$ cat src/rtl/core/esrp_pkg.sv
// Shared types and constants of the NEW-ENVIRON SEND request parser.
package esrp_pkg;

    localparam int QUEUE_DEPTH = 4;
    localparam int STEP_W      = 3;

    localparam logic [7:0] OBJ_VAR     = 8'd0;
    localparam logic [7:0] OBJ_ESC     = 8'd2;
    localparam logic [7:0] OBJ_USERVAR = 8'd3;

    typedef enum logic [2:0] {
        EV_OPEN  = 3'd0,
        EV_BYTE  = 3'd1,
        EV_CLOSE = 3'd2,
        EV_ERROR = 3'd3,
        EV_DONE  = 3'd4
    } t_event;

    typedef enum logic [2:0] {
        CMD_BYTE,
        CMD_OPEN,
        CMD_CLOSE_OPEN,
        CMD_ERROR,
        CMD_END_CLOSE,
        CMD_END_ERR,
        CMD_END_EMPTY
    } t_cmd_kind;

    typedef struct packed {
        t_cmd_kind  kind;
        logic [7:0] data;
        logic       whole;
        logic       grp;
    } t_cmd;

    typedef struct packed {
        t_event     event_res;
        logic       grp;
        logic [7:0] name_byte;
        logic       whole_group;
        logic       faked;
        logic       failed;
        logic       last;
    } t_result;

endpackage

$ cat src/rtl/core/environ_send_request_parser_top.sv
// Top level of the NEW-ENVIRON SEND request parser.
//
// Input channel: queue-style push/full. One body byte (or an end-of-message
// marker on i_message_end) transfers at each edge with i_push high and o_full low.
// Result channel: queue-style empty/pop. While o_empty is low the oldest event
// is on the o_* result ports; it transfers at an edge with i_pop high.
// Events: open (with group), name byte, close (with whole-group flag),
// parse error, message done (with faked/failed flags). o_last marks the last
// event of each input transfer.
// The first event of a byte goes through the command queue and then the
// output register. Throughput: one event per cycle from the sequencer while
// the receiver does not stall; a byte that causes one event then sustains one
// byte per cycle. A boundary byte causes two events for a request switch or
// message end, one for the end of a failed message, five for an empty message.
// A command queue between the parser and the sequencer absorbs those bursts.
// Reset: synchronous, active low; the parser returns to the base state and
// the queue and output register empty.
// Receiver stall: the output register holds; the queue fills, then o_full rises.
module environ_send_request_parser_top #(
    parameter int P_QUEUE_DEPTH = esrp_pkg::QUEUE_DEPTH
) (
    input  logic        i_clk,
    input  logic        i_rst_n,
    input  logic        i_push,
    output logic        o_full,
    input  logic        i_message_end,
    input  logic [7:0]  i_byte_value,
    output logic        o_empty,
    input  logic        i_pop,
    output logic [2:0]  o_event_res,
    output logic        o_group,
    output logic [7:0]  o_name_byte,
    output logic        o_whole_group,
    output logic        o_faked,
    output logic        o_failed,
    output logic        o_last
);

    logic               cmd_push;
    esrp_pkg::t_cmd     cmd_in;
    logic               q_full;
    logic               q_empty;
    logic               q_pop;
    esrp_pkg::t_cmd     q_data;
    esrp_pkg::t_result  result;

    esrp_front u_front (
        .i_clk         (i_clk),
        .i_rst_n       (i_rst_n),
        .i_push        (i_push),
        .i_message_end (i_message_end),
        .i_byte_value  (i_byte_value),
        .i_q_full      (q_full),
        .o_cmd_push    (cmd_push),
        .o_cmd         (cmd_in)
    );

    esrp_fifo #(
        .P_DEPTH (P_QUEUE_DEPTH)
    ) u_fifo (
        .i_clk   (i_clk),
        .i_rst_n (i_rst_n),
        .i_push  (cmd_push),
        .i_data  (cmd_in),
        .o_full  (q_full),
        .i_pop   (q_pop),
        .o_data  (q_data),
        .o_empty (q_empty)
    );

    esrp_back u_back (
        .i_clk       (i_clk),
        .i_rst_n     (i_rst_n),
        .i_cmd       (q_data),
        .i_cmd_empty (q_empty),
        .o_cmd_pop   (q_pop),
        .o_result    (result),
        .o_empty     (o_empty),
        .i_pop       (i_pop)
    );

    assign o_full        = q_full;
    assign o_event_res   = result.event_res;
    assign o_group       = result.grp;
    assign o_name_byte   = result.name_byte;
    assign o_whole_group = result.whole_group;
    assign o_faked       = result.faked;
    assign o_failed      = result.failed;
    assign o_last        = result.last;

endmodule

$ cat src/rtl/core/esrp_front.sv
// Front end: byte classifier and parse state machine that issues event commands.
module esrp_front (
    input  logic            i_clk,
    input  logic            i_rst_n,
    input  logic            i_push,
    input  logic            i_message_end,
    input  logic [7:0]      i_byte_value,
    input  logic            i_q_full,
    output logic            o_cmd_push,
    output esrp_pkg::t_cmd  o_cmd
);

    typedef enum logic [2:0] {
        ST_BASE,
        ST_OPEN,
        ST_NAME,
        ST_ESC,
        ST_ERR
    } t_state;

    t_state          r_state;
    t_state          n_state;
    logic            accept;
    logic            starter;
    logic            is_user;
    logic            cmd_valid;
    esrp_pkg::t_cmd  cmd;

    assign accept  = i_push && !i_q_full;
    assign is_user = (i_byte_value == esrp_pkg::OBJ_USERVAR);
    assign starter = (i_byte_value == esrp_pkg::OBJ_VAR) || is_user;

    always_comb begin
        n_state   = r_state;
        cmd_valid = 1'b1;
        cmd.kind  = esrp_pkg::CMD_BYTE;
        cmd.data  = i_byte_value;
        cmd.whole = 1'b0;
        cmd.grp   = is_user;
        if (i_message_end) begin
            n_state = ST_BASE;
            unique case (r_state)
                ST_OPEN: begin
                    cmd.kind  = esrp_pkg::CMD_END_CLOSE;
                    cmd.whole = 1'b1;
                end
                ST_NAME, ST_ESC: begin
                    cmd.kind = esrp_pkg::CMD_END_CLOSE;
                end
                ST_ERR: begin
                    cmd.kind = esrp_pkg::CMD_END_ERR;
                end
                default: begin
                    cmd.kind = esrp_pkg::CMD_END_EMPTY;
                end
            endcase
        end else begin
            unique case (r_state)
                ST_OPEN, ST_NAME: begin
                    if (starter) begin
                        cmd.kind  = esrp_pkg::CMD_CLOSE_OPEN;
                        cmd.whole = (r_state == ST_OPEN);
                        n_state   = ST_OPEN;
                    end else begin
                        cmd.kind = esrp_pkg::CMD_BYTE;
                        n_state  = (i_byte_value == esrp_pkg::OBJ_ESC) ? ST_ESC : ST_NAME;
                    end
                end
                ST_ESC: begin
                    cmd.kind = esrp_pkg::CMD_BYTE;
                    n_state  = ST_NAME;
                end
                ST_ERR: begin
                    cmd_valid = 1'b0;
                end
                default: begin
                    if (starter) begin
                        cmd.kind = esrp_pkg::CMD_OPEN;
                        n_state  = ST_OPEN;
                    end else begin
                        cmd.kind = esrp_pkg::CMD_ERROR;
                        n_state  = ST_ERR;
                    end
                end
            endcase
        end
    end

    always_ff @(posedge i_clk) begin
        if (!i_rst_n) begin
            r_state <= ST_BASE;
        end else if (accept) begin
            r_state <= n_state;
        end
    end

    assign o_cmd_push = accept && cmd_valid;
    assign o_cmd      = cmd;

endmodule

$ cat src/rtl/core/esrp_fifo.sv
// Command queue between the front end and the event sequencer.
module esrp_fifo #(
    parameter int P_DEPTH = esrp_pkg::QUEUE_DEPTH
) (
    input  logic            i_clk,
    input  logic            i_rst_n,
    input  logic            i_push,
    input  esrp_pkg::t_cmd  i_data,
    output logic            o_full,
    input  logic            i_pop,
    output esrp_pkg::t_cmd  o_data,
    output logic            o_empty
);

    localparam int PTR_W = (P_DEPTH > 1) ? $clog2(P_DEPTH) : 1;
    localparam int CNT_W = $clog2(P_DEPTH + 1);

    esrp_pkg::t_cmd    r_mem [P_DEPTH];
    logic [PTR_W-1:0]  r_wr_ptr;
    logic [PTR_W-1:0]  r_rd_ptr;
    logic [CNT_W-1:0]  r_count;
    logic              do_push;
    logic              do_pop;

    function automatic logic [PTR_W-1:0] f_next(input logic [PTR_W-1:0] ptr);
        f_next = (ptr == PTR_W'(P_DEPTH - 1)) ? '0 : ptr + PTR_W'(1);
    endfunction

    assign o_full  = (r_count == CNT_W'(P_DEPTH));
    assign o_empty = (r_count == '0);
    assign do_push = i_push && !o_full;
    assign do_pop  = i_pop && !o_empty;
    assign o_data  = r_mem[r_rd_ptr];

    always_ff @(posedge i_clk) begin
        if (do_push) begin
            r_mem[r_wr_ptr] <= i_data;
        end
    end

    always_ff @(posedge i_clk) begin
        if (!i_rst_n) begin
            r_wr_ptr <= '0;
            r_rd_ptr <= '0;
            r_count  <= '0;
        end else begin
            if (do_push) begin
                r_wr_ptr <= f_next(r_wr_ptr);
            end
            if (do_pop) begin
                r_rd_ptr <= f_next(r_rd_ptr);
            end
            if (do_push && !do_pop) begin
                r_count <= r_count + CNT_W'(1);
            end else if (do_pop && !do_push) begin
                r_count <= r_count - CNT_W'(1);
            end
        end
    end

endmodule

$ cat src/rtl/core/esrp_back.sv
// Back end: expands each command into its events and holds the output register.
module esrp_back (
    input  logic               i_clk,
    input  logic               i_rst_n,
    input  esrp_pkg::t_cmd     i_cmd,
    input  logic               i_cmd_empty,
    output logic               o_cmd_pop,
    output esrp_pkg::t_result  o_result,
    output logic               o_empty,
    input  logic               i_pop
);

    logic [esrp_pkg::STEP_W-1:0]  r_step;
    logic                         r_out_valid;
    esrp_pkg::t_result            r_out;
    esrp_pkg::t_result            ev;
    logic                         load;

    always_comb begin
        ev           = '0;
        ev.event_res = esrp_pkg::EV_DONE;
        unique case (i_cmd.kind)
            esrp_pkg::CMD_BYTE: begin
                ev.event_res = esrp_pkg::EV_BYTE;
                ev.name_byte = i_cmd.data;
                ev.last      = 1'b1;
            end
            esrp_pkg::CMD_OPEN: begin
                ev.event_res = esrp_pkg::EV_OPEN;
                ev.grp       = i_cmd.grp;
                ev.last      = 1'b1;
            end
            esrp_pkg::CMD_CLOSE_OPEN: begin
                if (r_step == '0) begin
                    ev.event_res   = esrp_pkg::EV_CLOSE;
                    ev.whole_group = i_cmd.whole;
                end else begin
                    ev.event_res = esrp_pkg::EV_OPEN;
                    ev.grp       = i_cmd.grp;
                    ev.last      = 1'b1;
                end
            end
            esrp_pkg::CMD_ERROR: begin
                ev.event_res = esrp_pkg::EV_ERROR;
                ev.last      = 1'b1;
            end
            esrp_pkg::CMD_END_CLOSE: begin
                if (r_step == '0) begin
                    ev.event_res   = esrp_pkg::EV_CLOSE;
                    ev.whole_group = i_cmd.whole;
                end else begin
                    ev.event_res = esrp_pkg::EV_DONE;
                    ev.last      = 1'b1;
                end
            end
            esrp_pkg::CMD_END_ERR: begin
                ev.event_res = esrp_pkg::EV_DONE;
                ev.failed    = 1'b1;
                ev.last      = 1'b1;
            end
            esrp_pkg::CMD_END_EMPTY: begin
                priority if (r_step == esrp_pkg::STEP_W'(0)) begin
                    ev.event_res = esrp_pkg::EV_OPEN;
                end else if (r_step == esrp_pkg::STEP_W'(2)) begin
                    ev.event_res = esrp_pkg::EV_OPEN;
                    ev.grp       = 1'b1;
                end else if (r_step == esrp_pkg::STEP_W'(1)
                             || r_step == esrp_pkg::STEP_W'(3)) begin
                    ev.event_res   = esrp_pkg::EV_CLOSE;
                    ev.whole_group = 1'b1;
                end else begin
                    ev.event_res = esrp_pkg::EV_DONE;
                    ev.faked     = 1'b1;
                    ev.last      = 1'b1;
                end
            end
            default: begin
                ev.last = 1'b1;
            end
        endcase
    end

    assign load      = !i_cmd_empty && (!r_out_valid || i_pop);
    assign o_cmd_pop = load && ev.last;

    always_ff @(posedge i_clk) begin
        if (!i_rst_n) begin
            r_step      <= '0;
            r_out_valid <= 1'b0;
        end else begin
            if (load) begin
                r_out_valid <= 1'b1;
                r_step      <= ev.last ? '0 : r_step + esrp_pkg::STEP_W'(1);
            end else if (i_pop) begin
                r_out_valid <= 1'b0;
            end
        end
    end

    always_ff @(posedge i_clk) begin
        if (load) begin
            r_out <= ev;
        end
    end

    assign o_result = r_out;
    assign o_empty  = !r_out_valid;

endmodule

$ cat config.mk
export PLATFORM = sky130hd
export DESIGN_NAME = environ_send_request_parser_top
export DESIGN_NICKNAME = d
export VERILOG_FILES = /design/src/rtl/core/esrp_pkg.sv /design/src/rtl/core/environ_send_request_parser_top.sv /design/src/rtl/core/esrp_front.sv /design/src/rtl/core/esrp_fifo.sv /design/src/rtl/core/esrp_back.sv
export SDC_FILE = /design/constraint.sdc
export NUM_CORES = 1
export LEC_CHECK = 0
export BUFFER_PORTS_ARGS = -buffer_cell sky130_fd_sc_hd__buf_2
export CORE_MARGIN = 2
export CORE_UTILIZATION = 35
export DETAILED_ROUTE_END_ITERATION = 8
export SETUP_SLACK_MARGIN = 0.15
export SLEW_MARGIN = 40
export SYNTH_ARGS = -nofsm -noshare
export SYNTH_HDL_FRONTEND = slang
export SYNTH_SLANG_ARGS = --single-unit
$ cat constraint.sdc
create_clock -name i_clk -period 2.6 [get_ports i_clk]
set_clock_uncertainty 0.15 [all_clocks]
set_input_delay 0.52 -clock i_clk [delete_from_list [all_inputs] [get_ports i_clk]]
set_output_delay 0.52 -clock i_clk [all_outputs]
set_load 0.05 [all_outputs]
==> flow_metrics.py <==
metrics = {
    "worst_setup_path": {
        "cp-end-kind": "flip-flop",
        "worst_setup_path_start_kind": "flip-flop",
        "crit_required_ns": 2.73,
        "cpPeakStageDelay_ns": 0.55,
        "crit_fanout": 5,
        "r2r_end": "u_fifo.r_count[2]",
        "cpMostUsedCell": "nor2b_4",
        "path_class": "reg2reg",
        "critPathSlowestCell": "mux4_2",
        "cp.arrival_ns": 2.84,
        "r2r_setup_slack_ns": -0.10,
        "path_cells": "mux4_2 > nor2b_4 > nor2b_4 > nor3_4 > inv_1 > ha_2 > inv_2 > fa_2 > xor2_1 > or3_1 > a21boi_1",
        "r2r.worst_path.cells": 11,
    },
    "floorplan": {
        "fp.dieW_um": 107,
        "core_area_mm2": 0.0103,
        "die_area_mm2": 0.0115,
        "rows": 37,
        "ios": 31,
        "die_h_um": 107,
        "initial_core_util": 0.362,
    },
    "logic_synthesis": {
        "syn_nets": 272,
        "ys_warn_count": 0,
        "ys_types": 51,
        "avgSynthCellArea_um2": 15.0,
        "ys_async_sr_fraction": 0,
        "synth-edff-count": 68,
        "yosys_register_bits": 84,
        "synth-seq-area-share": 0.633,
        "syn_inst": 249,
        "synth_ff_type": "edfxtp_1",
        "syn-cell-area_mm2": 0.00373,
    },
    "cells_and_area": {
        "post-route-util": 0.425,
        "final_common_cell": "edfxtp_1",
        "nNetsFinal": 330,
        "regArea_mm2": 0.00237,
        "diodes": 0,
        "layout_common_cells": "edfxtp_1 (68), buf_2 (30), buf_4 (28)",
        "final_area_mm2": 0.00438,
        "area_growth_pct": 17.4,
        "drive_gt1_frac": 0.322,
        "fill_cells": 937,
        "multi_input_area_mm2": 0.00127,
    },
    "timing": {
        "tightest_slew_ns": 0.673,
        "min_period_ns": 2.70,
        "rsz0062_at_grt": "true",
        "slew_headroom": 0.551,
        "setup_ws_ns": -0.103,
        "setup_viol": 1,
        "holdWs_ns": 0.258,
        "tns_ns": -0.103,
        "max_freq_ghz": 0.370,
        "period_share": 1.04,
        "finalHoldViolations": 0,
        "slew_viol_final": 0,
    },
    "clock_network": {
        "h-tree-depth": 3,
        "clock_path_buffers": 2,
        "clkLatencyLatePin_ns": 0.35,
        "cts_buffers": 9,
        "cts_root_buffer": "clkbuf_8",
        "cts.sinks": 84,
        "tritoncts": "done",
        "clkTransAtPathRegs_ns": 0.08,
    },
    "drt": {
        "remaining_drc_errors": 0,
        "ant_nets": 0,
        "drt-pass1-iter-count": 4,
        "num_vias": 2154,
        "drtIter0Drc": 87,
        "routed_wl_mm": 6.22,
        "wl_per_cell_um": 13.9,
        "avgViaCountPerCell": 4.82,
    },
    "placement": {
        "placed_area_mm2": 0.00419,
        "gp_congestion": 0.753,
        "io_buffers": 30,
        "hpwl_mm": 4.41,
    },
    "grt": {
        "grt_max_degree": 20,
        "grt_pass1_wl_mm": 9.92,
        "grt_usage": 0.115,
        "gr-total-overflow": 0,
        "grtUsageMet3": 0.0339,
        "grt_pass1_vias": 2062,
        "met1_usage": 0.138,
        "grtUsageMet2": 0.189,
        "grt_most_used_layer": "met2",
        "grt_antenna_before_repair": 0,
    },
    "flow_run": {
        "drv_cap": 0,
    },
    "power": {
        "vdd_drop_max_uv": 456,
        "leakage_nw": 1.63,
        "power.density_mw_per_mm2": 1010,
    },
    "run_status": {
        "status": "complete, but fails checks",
        "violations": "negative setup slack",
    },
    "min_path": {
        "worstHoldStart": "i_byte_value[4]",
        "holdPathStages": 1,
        "min_path_type": "in2reg",
        "hold_path_end": "u_fifo.r_mem[0][6]",
    },
}
area by class of cell:
cell class	instances	area share
Sequential cell	84	0.540
Multi-Input combinational cell	142	0.289
Timing Repair Buffer	59	0.0848
Tap cell	136	0.0388
Clock buffer	9	0.0283
Clock inverter	6	0.00942
Inverter	11	0.00942
registers in the layout, summed over array words and instances (netlist names), named ones only:
name                cells
u_back.r_step           3
u_front.r_state         3
u_fifo.r_rd_ptr         2
u_back.r_out_valid      1
u_back.o_result        16
u_fifo.r_wr_ptr         2
u_fifo.r_mem           52
u_fifo.r_count          3
what timing repair did:
item                                    in CTS  in global routing
gates resized for setup                      3                  1
endpoints found under the setup margin       2                  2
buffers inserted                             2                  0
hold buffers                                 0                  0
pin swaps                                    1                  0
cells in the mapped netlist (all sizes together) (3+ instances only):
cell type	n	area, µm²
a21oi	8	51.3
a32o	4	40.0
and2	5	31.3
and3	9	56.3
buf	6	47.5
clkbuf	6	22.5
dfxtp	16	320
edfxtp	68	2040
ha	9	113
inv	11	41.3
mux2	3	33.8
mux2i	6	60.1
mux4	13	304
nand2	12	45.0
nand2b	3	18.8
nand3	4	20.0
nor2	14	52.6
nor2b	7	58.8
nor3	3	26.3
nor3b	4	30.0
nor4	3	18.8
o21ai	3	15.0
o41ai	3	33.8
xnor2	5	43.8
power breakdown:
part           total, mW  internal, mW  leakage, nW  switching [mW]
registers           1.85          1.76        0.760          0.0886
logic               1.78         0.658        0.786            1.12
clock network      0.789         0.341       0.0808           0.447
worst max-delay path by stage:
stage	startpoint	endpoint	slack, ns
floorplan	flip-flop	u_fifo.r_count[2]	-0.16
global placement	flip-flop	u_fifo.r_count[2]	-0.09
detailed placement	flip-flop	u_fifo.r_count[2]	-0.15
CTS	flip-flop	u_fifo.r_count[2]	-0.13
global route	flip-flop	u_fifo.r_count[2]	-0.24
finish	flip-flop	u_fifo.r_count[2]	-0.10
stage by stage:
| stage | setup WS [ns] | instances | total power, mW |
|---|---|---|---|
| global placement | -0.0864 | 430 | 3.65 |
| floorplan | -0.156 | 249 | 3.21 |
| global route | -0.244 | 447 | 4.68 |
| CTS | -0.132 | 447 | 4.48 |
| detailed placement | -0.154 | 430 | 3.66 |
| finish | -0.103 | 447 | 4.42 |
logic make-up after synthesis:
group                    count (synthesis)  share of synthesized area
flip-flops                              84                      0.633
AND/OR/NAND/NOR                         71                      0.110
AO/OA/AOI/OAI                           30                     0.0633
buffers and inverters                   23                     0.0298
multiplexers                            22                      0.107
adder cells (fa/ha/maj)                 12                     0.0409
XOR/XNOR                                 7                     0.0164
critical path, delay by kind of cell, from the launching register on:
kind / cells / cell delay [ns]
simple gates: 4 / 0.66
mux: 1 / 0.55
fa+ha+maj: 2 / 0.51
flops: 1 / 0.39
xor+xnor: 1 / 0.15
compound gates: 1 / 0.12
buf+inv: 2 / 0.11
per-layer routing:
layer  up-vias  wire length, µm
li1       1067                -
met1      1035             2880
met2        44             2980
met3         8              248
met4         0              111
met5         -                0
Power figures use the tool's default switching activity.
